File: src/hw/rtl/prct_pkg.sv
package prct_pkg;

    typedef enum logic [2:0] {
        MODE_ADD       = 3'd0,
        MODE_LOOKUP_HOPS = 3'd1,
        MODE_LOOKUP_NB = 3'd2,
        MODE_CLEAR     = 3'd3,
        MODE_CLEAR_OLD = 3'd4,
        MODE_REMOVE_NB = 3'd5
    } mode_t;

    localparam logic [31:0] TIMEOUT_RESET = 32'd10000;
    localparam int          MASK_WIDTH    = 16;

    typedef struct packed {
        logic [7:0]  nb;
        logic [31:0] addr;
        logic [15:0] port;
        logic [7:0]  hops;
        logic [31:0] files;
        logic [31:0] volume;
    } entry_t;

    // controller -> datapath
    typedef struct packed {
        logic clr;       // zero scan pointers and result
        logic step;      // evaluate entry at scan pointer
        logic finish;    // commit result / counts
    } cmd_t;

    // datapath -> controller
    typedef struct packed {
        logic done;      // scan reached its end or hit, or the mode does not scan
    } stat_t;

endpackage

File: src/hw/rtl/prct_ctrl.sv
module prct_ctrl
(
    input  logic            clk,
    input  logic            rst_n,
    input  logic            start,
    input  prct_pkg::stat_t stat,
    output prct_pkg::cmd_t  cmd,
    output logic            busy
);

    typedef enum logic [2:0] {
        ST_IDLE = 3'b001,
        ST_SCAN = 3'b010,
        ST_DONE = 3'b100
    } state_t;

    state_t state_reg, state_next;

    always_ff @(posedge clk or negedge rst_n)
    begin
        if (!rst_n)
        begin
            state_reg <= ST_IDLE;
        end
        else
        begin
            state_reg <= state_next;
        end
    end

    always_comb
    begin
        state_next = state_reg;
        cmd        = '0;
        unique case (state_reg)
            ST_IDLE:
            begin
                if (start)
                begin
                    cmd.clr    = 1'b1;
                    state_next = ST_SCAN;
                end
            end
            ST_SCAN:
            begin
                if (stat.done)
                begin
                    state_next = ST_DONE;
                end
                else
                begin
                    cmd.step = 1'b1;
                end
            end
            ST_DONE:
            begin
                cmd.finish = 1'b1;
                state_next = ST_IDLE;
            end
            default:
            begin
                state_next = ST_IDLE;
            end
        endcase
    end

    assign busy = (state_reg != ST_IDLE);

endmodule

File: src/hw/rtl/prct_dp.sv
module prct_dp
#(
    parameter int DEPTH = 16
)
(
    input  logic            clk,
    input  logic            rst_n,
    input  logic            start,
    input  logic            busy,
    input  prct_pkg::cmd_t  cmd,
    output prct_pkg::stat_t stat,
    input  logic [2:0]      mode,
    input  logic [7:0]      neighbour_id,
    input  logic [31:0]     address,
    input  logic [15:0]     port,
    input  logic [7:0]      hops,
    input  logic [31:0]     files,
    input  logic [31:0]     volume,
    input  logic [15:0]     ignore_mask,
    input  logic [31:0]     now_ms,
    input  logic [31:0]     timeout,
    output logic            done,
    output logic            found,
    output logic [3:0]      entry_index,
    output logic [7:0]      out_neighbour,
    output logic [31:0]     out_address,
    output logic [15:0]     out_port,
    output logic [7:0]      out_hops,
    output logic [31:0]     out_files,
    output logic [31:0]     out_volume,
    output logic            cleared,
    output logic            table_full
);

    localparam int IW = (DEPTH > 1) ? $clog2(DEPTH) : 1;
    localparam int CW = $clog2(DEPTH + 1);

    prct_pkg::entry_t mem [DEPTH];

    logic [CW-1:0] count_reg;
    logic [31:0]   clear_time_reg;
    logic [CW-1:0] rd_reg, wr_reg;       // scan read and compaction write pointers
    logic [CW-1:0] rd_next;
    logic          hit_reg;
    logic [IW-1:0] hit_idx_reg;
    prct_pkg::entry_t hit_ent_reg;

    // latched command word
    logic [2:0]  mode_reg;
    logic [7:0]  nb_reg;
    logic [31:0] addr_reg, files_reg, vol_reg, now_reg;
    logic [15:0] port_reg, mask_reg;
    logic [7:0]  hops_reg;

    logic done_reg, found_reg, cleared_reg, full_reg;
    logic [3:0] idx_reg;
    prct_pkg::entry_t out_reg;

    prct_pkg::entry_t cur_reg;           // entry at the scan pointer
    logic [IW-1:0] rd_idx;
    logic match, at_end, masked;
    logic scan_mode;
    logic aged;

    function automatic logic ignore_bit(input logic [15:0] m, input logic [CW-1:0] p);
        logic [CW+3:0] pw;
        pw = {4'd0, p};
        return m[pw[3:0]];
    endfunction

    assign rd_idx = rd_reg[IW-1:0];
    assign at_end = (rd_reg >= count_reg);
    assign masked = ({{(32-CW){1'b0}}, rd_reg} < 32'(prct_pkg::MASK_WIDTH))
                  && ignore_bit(mask_reg, rd_reg);

    always_comb
    begin
        if (cmd.clr)
            rd_next = '0;
        else if (cmd.step)
            rd_next = rd_reg + 1'b1;
        else
            rd_next = rd_reg;
    end

    always_comb
    begin
        unique case (mode_reg)
            prct_pkg::MODE_ADD:
                match = cur_reg.port == port_reg && cur_reg.hops == hops_reg
                     && cur_reg.addr == addr_reg;
            prct_pkg::MODE_LOOKUP_HOPS:
                match = cur_reg.hops == hops_reg && cur_reg.nb != nb_reg && !masked;
            prct_pkg::MODE_LOOKUP_NB:
                match = cur_reg.nb == nb_reg;
            default:
                match = 1'b0;
        endcase
    end

    assign scan_mode = mode_reg == prct_pkg::MODE_ADD || mode_reg == prct_pkg::MODE_LOOKUP_HOPS
                    || mode_reg == prct_pkg::MODE_LOOKUP_NB
                    || mode_reg == prct_pkg::MODE_REMOVE_NB;
    assign stat.done = !scan_mode || at_end || hit_reg;

    // scan and memory
    always_ff @(posedge clk)
    begin
        if (start && !busy)
        begin
            mode_reg  <= mode;      nb_reg   <= neighbour_id;
            addr_reg  <= address;   port_reg <= port;
            hops_reg  <= hops;      files_reg <= files;
            vol_reg   <= volume;    mask_reg <= ignore_mask;
            now_reg   <= now_ms;
        end
        rd_reg  <= rd_next;
        cur_reg <= mem[rd_next[IW-1:0]];
        if (cmd.clr)
        begin
            wr_reg  <= '0;
            hit_reg <= 1'b0;
        end
        else if (cmd.step)
        begin
            if (mode_reg == prct_pkg::MODE_REMOVE_NB)
            begin
                // compact: keep entries of other neighbours
                if (cur_reg.nb != nb_reg)
                begin
                    mem[wr_reg[IW-1:0]] <= cur_reg;
                    wr_reg <= wr_reg + 1'b1;
                end
            end
            else if (match)
            begin
                hit_reg     <= 1'b1;
                hit_idx_reg <= rd_idx;
                hit_ent_reg <= cur_reg;
            end
        end
        else if (cmd.finish && mode_reg == prct_pkg::MODE_ADD)
        begin
            if (hit_reg)
            begin
                mem[hit_idx_reg] <= '{hit_ent_reg.nb, hit_ent_reg.addr, hit_ent_reg.port,
                                      hit_ent_reg.hops, files_reg, vol_reg};
            end
            else if (count_reg < CW'(DEPTH))
            begin
                mem[count_reg[IW-1:0]] <= '{nb_reg, addr_reg, port_reg, hops_reg,
                                            files_reg, vol_reg};
            end
        end
    end

    assign aged = (now_reg - clear_time_reg) >= timeout;

    always_ff @(posedge clk or negedge rst_n)
    begin
        if (!rst_n)
        begin
            count_reg      <= '0;
            clear_time_reg <= '0;
            done_reg       <= 1'b0;
        end
        else
        begin
            done_reg <= cmd.finish;
            if (cmd.finish)
            begin
                unique case (mode_reg)
                    prct_pkg::MODE_ADD:
                        if (!hit_reg && count_reg < CW'(DEPTH))
                            count_reg <= count_reg + 1'b1;
                    prct_pkg::MODE_CLEAR:
                    begin
                        count_reg <= '0; clear_time_reg <= now_reg;
                    end
                    prct_pkg::MODE_CLEAR_OLD:
                        if (aged)
                        begin
                            count_reg <= '0; clear_time_reg <= now_reg;
                        end
                    prct_pkg::MODE_REMOVE_NB:
                    begin
                        count_reg <= wr_reg; clear_time_reg <= now_reg;
                    end
                    default: ;
                endcase
            end
        end
    end

    // result word
    always_ff @(posedge clk)
    begin
        if (cmd.finish)
        begin
            found_reg   <= 1'b0;
            idx_reg     <= '0;
            out_reg     <= '0;
            cleared_reg <= 1'b0;
            full_reg    <= 1'b0;
            unique case (mode_reg)
                prct_pkg::MODE_ADD:
                    if (hit_reg)
                    begin
                        found_reg <= 1'b1;
                        idx_reg   <= 4'({{(32-IW){1'b0}}, hit_idx_reg});
                        out_reg   <= '{hit_ent_reg.nb, hit_ent_reg.addr, hit_ent_reg.port,
                                       hit_ent_reg.hops, files_reg, vol_reg};
                    end
                    else if (count_reg < CW'(DEPTH))
                    begin
                        found_reg <= 1'b1;
                        idx_reg   <= 4'({{(32-CW){1'b0}}, count_reg});
                        out_reg   <= '{nb_reg, addr_reg, port_reg, hops_reg, files_reg, vol_reg};
                    end
                    else
                        full_reg <= 1'b1;
                prct_pkg::MODE_LOOKUP_HOPS, prct_pkg::MODE_LOOKUP_NB:
                    if (hit_reg)
                    begin
                        found_reg <= 1'b1;
                        idx_reg   <= 4'({{(32-IW){1'b0}}, hit_idx_reg});
                        out_reg   <= hit_ent_reg;
                    end
                prct_pkg::MODE_CLEAR_OLD:
                    cleared_reg <= aged;
                default: ;
            endcase
        end
    end

    assign done          = done_reg;
    assign found         = found_reg;
    assign entry_index   = idx_reg;
    assign out_neighbour = out_reg.nb;
    assign out_address   = out_reg.addr;
    assign out_port      = out_reg.port;
    assign out_hops      = out_reg.hops;
    assign out_files     = out_reg.files;
    assign out_volume    = out_reg.volume;
    assign cleared       = cleared_reg;
    assign table_full    = full_reg;

endmodule

File: src/hw/rtl/peer_reply_cache_table_top.sv
// Peer reply cache table. Issue a command word with start while busy is low; the
// table walks its live entries one per cycle: add, lookups and remove-neighbour
// scan up to entry_count positions (a lookup or add match stops the scan early),
// while clear and clear-if-old do not scan. The result word is registered on the
// result ports and held until the next word finishes; done marks it for exactly one
// cycle, in which busy falls; the receiver cannot stall, so capture it on that cycle.
// Configure cache_timeout_ms at byte address 0 over the APB port while idle.
module peer_reply_cache_table_top
#(
    parameter int TABLE_DEPTH = 16
)
(
    input  logic        clk,
    input  logic        rst_n,
    input  logic        start,
    output logic        busy,
    input  logic [2:0]  mode,
    input  logic [7:0]  neighbour_id,
    input  logic [31:0] address,
    input  logic [15:0] port,
    input  logic [7:0]  hops,
    input  logic [31:0] files,
    input  logic [31:0] volume,
    input  logic [15:0] ignore_mask,
    input  logic [31:0] now_ms,
    output logic        done,
    output logic        found,
    output logic [3:0]  entry_index,
    output logic [7:0]  out_neighbour,
    output logic [31:0] out_address,
    output logic [15:0] out_port,
    output logic [7:0]  out_hops,
    output logic [31:0] out_files,
    output logic [31:0] out_volume,
    output logic        cleared,
    output logic        table_full,
    input  logic        psel,
    input  logic        penable,
    input  logic        pwrite,
    input  logic [1:0]  paddr,
    input  logic [31:0] pwdata,
    output logic [31:0] prdata,
    output logic        pready
);

    logic [31:0] timeout_reg;
    prct_pkg::cmd_t  cmd;
    prct_pkg::stat_t stat;

    // single register at address 0; other addresses ignore writes
    always_ff @(posedge clk or negedge rst_n)
    begin
        if (!rst_n)
        begin
            timeout_reg <= prct_pkg::TIMEOUT_RESET;
        end
        else if (psel && penable && pwrite && paddr == 2'd0)
        begin
            timeout_reg <= pwdata;
        end
    end

    assign pready = 1'b1;
    assign prdata = (paddr == 2'd0) ? timeout_reg : 32'd0;

    prct_ctrl u_ctrl
    (
        .clk   (clk),
        .rst_n (rst_n),
        .start (start),
        .stat  (stat),
        .cmd   (cmd),
        .busy  (busy)
    );

    prct_dp #(.DEPTH(TABLE_DEPTH)) u_dp
    (
        .clk           (clk),
        .rst_n         (rst_n),
        .start         (start),
        .busy          (busy),
        .cmd           (cmd),
        .stat          (stat),
        .mode          (mode),
        .neighbour_id  (neighbour_id),
        .address       (address),
        .port          (port),
        .hops          (hops),
        .files         (files),
        .volume        (volume),
        .ignore_mask   (ignore_mask),
        .now_ms        (now_ms),
        .timeout       (timeout_reg),
        .done          (done),
        .found         (found),
        .entry_index   (entry_index),
        .out_neighbour (out_neighbour),
        .out_address   (out_address),
        .out_port      (out_port),
        .out_hops      (out_hops),
        .out_files     (out_files),
        .out_volume    (out_volume),
        .cleared       (cleared),
        .table_full    (table_full)
    );

endmodule
File: config.mk
export PLATFORM = sky130hd
export DESIGN_NAME = peer_reply_cache_table_top
export DESIGN_NICKNAME = d
export VERILOG_FILES = /design/src/hw/rtl/prct_pkg.sv /design/src/hw/rtl/prct_ctrl.sv /design/src/hw/rtl/prct_dp.sv /design/src/hw/rtl/peer_reply_cache_table_top.sv
export SDC_FILE = /design/constraint.sdc
export NUM_CORES = 2
export LEC_CHECK = 0
export BUFFER_PORTS_ARGS = -buffer_cell sky130_fd_sc_hd__buf_4
export CAP_MARGIN = 10
export CORE_MARGIN = 3
export CORE_UTILIZATION = 45
export CTS_CLUSTER_DIAMETER = 60
export CTS_CLUSTER_SIZE = 14
export DETAILED_ROUTE_END_ITERATION = 8
export GPL_ROUTABILITY_DRIVEN = 0
export GPL_TIMING_DRIVEN = 0
export PLACE_DENSITY = 0.63
export SLEW_MARGIN = 0
export SYNTH_ARGS = -nofsm -noshare
export SYNTH_HDL_FRONTEND = slang
export SYNTH_HIERARCHICAL = 1
export SYNTH_SLANG_ARGS = --single-unit
File: constraint.sdc
create_clock -name clk -period 31.7 [get_ports clk]
set_input_delay 3.17 -clock clk [delete_from_list [all_inputs] [get_ports clk]]
set_output_delay 3.17 -clock clk [all_outputs]
set_load 0.05 [all_outputs]
# Yosys cells after proc, flatten, opt, wreduce, memory -nomap -nowiden

Memory sizes are Yosys's and may differ from the RTL's. A register that Yosys moved wholly into a read port is not among the register bits.
Cells that the tools add are included.

Memories: 1
Word-level logic and storage cells: 153
Bits in writable memories: 2048
Output and inout bits: 170
Flip-flop bits (word level): 530
Input bits: 219

Memories:

| memory   | depth | bits a word | read ports | clocked after memory_dff | write ports | line          | source |
|---|---|---|---|---|---|---|---|
| u_dp.mem | 16    | 128         | 1          | 1                        | 1           | prct_dp.sv:38 | `prct_pkg::entry_t mem [DEPTH];` |

Muxes and demuxes: 52
Equality and inequality tests: 18
Bitwise logic cells: 3
$lt $le $gt $ge: 5
Reduce and logical (&&, ||, !) cells: 35
Add/sub/neg operators: 4

Operators with widths:

| kind                                                                  | number |
|---|---|
| 128-bit two-way mux                                                   | 5 |
| 128-bit one-hot mux with 2 select lines                               | 1 |
| 128-bit OR reduction                                                  | 2 |
| 32-bit two-way mux                                                    | 2 |
| 32-bit one-hot mux with 2 select lines                                | 1 |
| 32-bit equality test                                                  | 1 |
| 32-bit >= comparator                                                  | 1 |
| 32-bit subtractor                                                     | 1 |
| 4-bit two-way mux                                                     | 7 |
| 1-bit two-way mux                                                     | 26 |
| 5-bit one-hot mux with 4 select lines                                 | 1 |
| 16-bit equality test                                                  | 1 |
| 8-bit equality test                                                   | 2 |
| 5-bit by 1-bit adder with 5-bit output, second input constant         | 3 |
| 1-bit logical AND                                                     | 11 |
| 5-bit less-than comparator, second input constant                     | 2 |
| 5-bit two-way mux                                                     | 2 |
| 3-bit by 2-bit equality test with 1-bit output, second input constant | 3 |
| 3-bit equality test, second input constant                            | 3 |
| 3-bit AND reduction                                                   | 3 |
| 8-bit != test                                                         | 1 |
| 4-bit one-hot mux with 2 select lines                                 | 1 |
| 4-bit AND reduction                                                   | 2 |
| 3-bit by 1-bit equality test with 1-bit output, second input constant | 2 |
| other kinds (19)                                                      | 33 |

# Depth between registers and ports, before layout

Word-level depth: 15
Mapped depth: 21

# By module

Netlist, hierarchy kept.

Modules (own cells, without submodules):

| module                     | cells each | area each (µm²) | times used |
|---|---|---|---|
| prct_dp                    | 7664       | 105124.6        | 1 |
| peer_reply_cache_table_top | 107        | 1591.5          | 1 |
| prct_ctrl                  | 11         | 156.4           | 1 |

# Least setup slack after synthesis

No wires, ideal clock.

Path type: register to register
Start point: register u_ctrl.state_reg[2]
End point: memory u_dp/mem[1][0] (netlist bit) (enable)
Path buffers: 0
Period minus slack after synthesis: 18.071 ns
Required time: 31.083 ns
Slack: 13.629 ns
Cell stages (with the launch flop): 8
Setup time: 0.617 ns
Arrival: 17.455 ns
Cells stage by stage: dfrtp_1 -> nor3b_1 -> nor3b_1 -> nand3_1 -> mux2i_1 -> a21oi_1 -> nand3_1 -> nor2_1

RTL lines:

| item                   | line            | source |
|---|---|---|
| from (decl)            | prct_ctrl.sv:17 | `state_t state_reg, state_next;` |
| from (signal assigned) | prct_ctrl.sv:27 | `state_reg <= state_next;` |
| to (decl)              | prct_dp.sv:38   |  |

# Final worst setup path

Start point: input port paddr[1]
End point: output port prdata[21]

Longest elaborated chain between the ends: 2

RTL lines:

| item               | line                             | source |
|---|---|---|
| from (decl)        | peer_reply_cache_table_top.sv:40 | `input logic [1:0] paddr,` |
| 2-bit logical NOT  | peer_reply_cache_table_top.sv:64 | `assign prdata = (paddr == 2'd0) ? timeout_reg : 32'd0;` |
| 32-bit two-way mux | peer_reply_cache_table_top.sv:64 |  |
| to (decl)          | peer_reply_cache_table_top.sv:42 | `output logic [31:0] prdata,` |

Every way passes these cells.

==> key figures <==
Clock tree
  – CTS sink count: 2706
  – Clk Tree Root Cell: clkbuf_16
  – Worst-Skew Late Latency: 0.88 ns
  – Clock slew at the register clock pins of the worst setup and hold paths: 0.07 ns
  – H-tree Lvls: 4
  – Post-CTS Resized: 0
  – Max Buffers Root-to-Sink: 3
  – CTS tree: built
  – Post-CTS Setup Inserts: 0
  – CTS Hold Buffers Added: 0
  – TritonCTS buffer count: 219

Critical path
  – CP endpoint kind: output port
  – CP required: 28.53 ns
  – R2r startpoint: u_dp/rd_reg[0]
  – Crit path from: paddr[1]
  – Critical path class: input port to output port
  – CP max FO: 10
  – Crit path arrival time: 4.59 ns
  – Startpoint Class: input port

Floorplanning
  – Initial Util: 45.4%
  – # rows: 178
  – Die Width: 493 um
  – Core Region: 236000 sq um
  – Die area: 243000 sq um
  – Die Y: 493 um
  – I/O pin count: 389

Logic synthesis
  – Synth Warn #: 6
  – Commonest register cell after synthesis: edfxtp_1
  – Synth Cell Area: 107000 sq um
  – Post-Synthesis Cells: 7782
  – Yosys reg bits: 2706
  – Post-Syn Nets: 8073
  – Mean Syn Cell Area: 13.7 sq um
  – Register area share after synthesis: 74.4%
  – EDFF count, synth: 2494
  – Synth unique cells: 78
  – Async set-or-reset flop fraction in the synthesized netlist: 2.70%

GRT
  – Initial antenna violation count: 17
  – Largest net degree at the start of global routing: 74
  – Vias in the first global route: 64688
  – GRT Util Overall: 23.9%
  – First-pass GRT wire length: 434000 um
  – Gr ovfl total: 0

Detailed routing
  – DR WL/cell: 25.2 um
  – DR vias: 67410
  – Pre-antenna DRT Iters: 6
  – Antenna-violating nets left: 0
  – Drt drc: 0
  – Via density: 5.69
  – Drt initial violations: 7140
  – Drt total wl: 298000 um

STA
  – Setup Skew: 0.0532 ns
  – Unrepaired setup endpoints after global routing: false
  – Slew @ Worst Pin: 1.34 ns
  – Fmax: 129 MHz
  – Fin crit period: 7.76 ns
  – Setup violations, final: 0
  – Final period util: 24.5%
  – Max-slew violations: 0
  – Final Hold Vio Count: 0
  – Max-slew headroom: 10.7%

Status
  – Outcome: finished, final reports clean

Flow run
  – Max_cap viols: 0

Final layout
  – Max FFs per register: 2048
  – Core Util, Final: 52.2%
  – Share of cells above drive strength 1: 13.1%
  – Layout Nets: 8823
  – Layout area overhead: 15.0%

Power
  – Leak Pwr: 43.9 nW
  – Total power: 0.00748 W
  – Max VDD drop: 0.0592 mV
  – Power per Cell Area: 60.9 nW/um^2

Min path
  – Min-delay src: u_dp/cur_reg[63]
  – Min-Delay Path Class: flip-flop to flip-flop

Place
  – IO Port Bufs: 387
  – HPWL Detailed: 212000 um
cells by family after synthesis:
kind of cell	after synthesis	share of synthesized area (%)
AO/OA/AOI/OAI	990	6.82
XOR/XNOR	97	0.795
adder cells (fa/ha/maj)	72	0.850
buffers and inverters	584	2.34
flip-flops	2706	74.4
multiplexers	205	2.24
other	1	0.00351
AND/OR/NAND/NOR	3127	12.6
layer usage:
layer / vias up / routed length (um) / global-route usage, %
li1: 30416 / - / -
met3: 429 / 26500 / 4.86
met2: 3007 / 131000 / 35.8
met5: - / 209 / 0
met1: 33548 / 131000 / 35.2
met4: 10 / 9870 / 7.64
path summary, 6_finish.rpt:
check,end,slack [ns],cells past startpoint
max,prdata[21],23.94,5
max in group asynchronous,timeout_reg[0],28.55,1
min reg2reg,u_dp/hit_ent_reg[63],0.42,0
min in group asynchronous,u_dp/clear_time_reg[31],2.45,1
max reg2reg,u_dp/mem[2][45],25.37,20
min,u_dp/hit_ent_reg[63],0.42,0
synthesized netlist by cell type, drive strengths merged, types with 27 or more instances:
| library cell | count | area (sq um) |
|---|---|---|
| edfxtp | 2494 | 74900 |
| nand2 | 2098 | 7880 |
| nand3 | 535 | 2680 |
| a311oi | 386 | 3380 |
| clkbuf | 325 | 1220 |
| and3 | 263 | 1650 |
| a21oi | 241 | 1210 |
| buf | 180 | 982 |
| dfxtp | 139 | 2780 |
| a31oi | 133 | 832 |
| a22o | 132 | 1160 |
| mux2 | 130 | 1580 |
| nor2 | 116 | 440 |
| inv | 79 | 297 |
| ha | 71 | 888 |
| mux2i | 70 | 701 |
| dfrtp | 67 | 1680 |
| xor2 | 65 | 569 |
| and2 | 35 | 221 |
| xnor2 | 32 | 280 |
| o21ai | 27 | 135 |
cell type report:
| class | instances | area [sq um] |
|---|---|---|
| timing repair buffer | 529 | 5240 |
| antenna | 11 | 27.5 |
| buffer | 505 | 2220 |
| clock inverter | 30 | 450 |
| tap | 3150 | 3940 |
| multi-input combinational | 4492 | 25100 |
| fill | 19591 | 113000 |
| clock buffer | 353 | 6090 |
| sequential | 2706 | 79500 |
| inverter | 79 | 297 |
cells in the final DEF, fill, tap and decap left out, types with 16 or more instances in the layout:
cell type,synthesis,layout
xnor2_1,32,32
mux2_4,30,30
and3_1,263,263
clkbuf_16,0,221
xor2_1,65,65
buf_6,4,18
a311oi_1,386,386
edfxtp_1,2494,2494
mux2i_1,70,70
buf_12,3,81
mux2_2,71,71
a22o_1,132,132
mux2_1,29,29
a31oi_1,133,133
and2_1,33,33
ha_1,71,71
dfxtp_1,139,139
a21o_1,18,18
o21ai_0,24,24
inv_1,77,77
nor2_4,0,16
nand2_1,2097,2097
nor2_1,114,98
clkbuf_1,323,436
a21oi_2,0,28
nand3_1,534,534
nor4_1,16,16
buf_4,12,431
dfrtp_1,67,67
buf_2,146,146
a21oi_1,241,213
critical path, stage by stage:
cell and delay, ns:
buf_4 0.11, nor2_2 0.40, clkbuf_1 0.38, and2_1 0.29
buf_4 0.23
where the power goes:
| group | switching (W) | total, W | internal, W |
|---|---|---|---|
| Sequential | 0.0000831 | 0.00410 | 0.00402 |
| Combinational | 0.000516 | 0.000802 | 0.000285 |
| Clock | 0.00124 | 0.00258 | 0.00133 |
per-stage QoR:
| stage | cell area [sq um] | cells | TNS, ns | hold WS (ns) | setup slack [ns] |
|---|---|---|---|---|---|
| final | 123000 | 11855 | 0 | 0.422 | 23.94 |
| after global routing | 123000 | 11846 | 0 | 0.410 | 23.81 |
| after CTS | 123000 | 11824 | 0 | 0.418 | 23.90 |
| after detailed placement | 116000 | 11441 | 0 | 0.412 | 23.89 |
| after global placement | 114000 | 11319 | -1.28 | 0.410 | -0.0330 |
| after floorplan | 107000 | 7782 | 0 | 0.403 | 13.63 |
(Power assumes the default switching activity.)
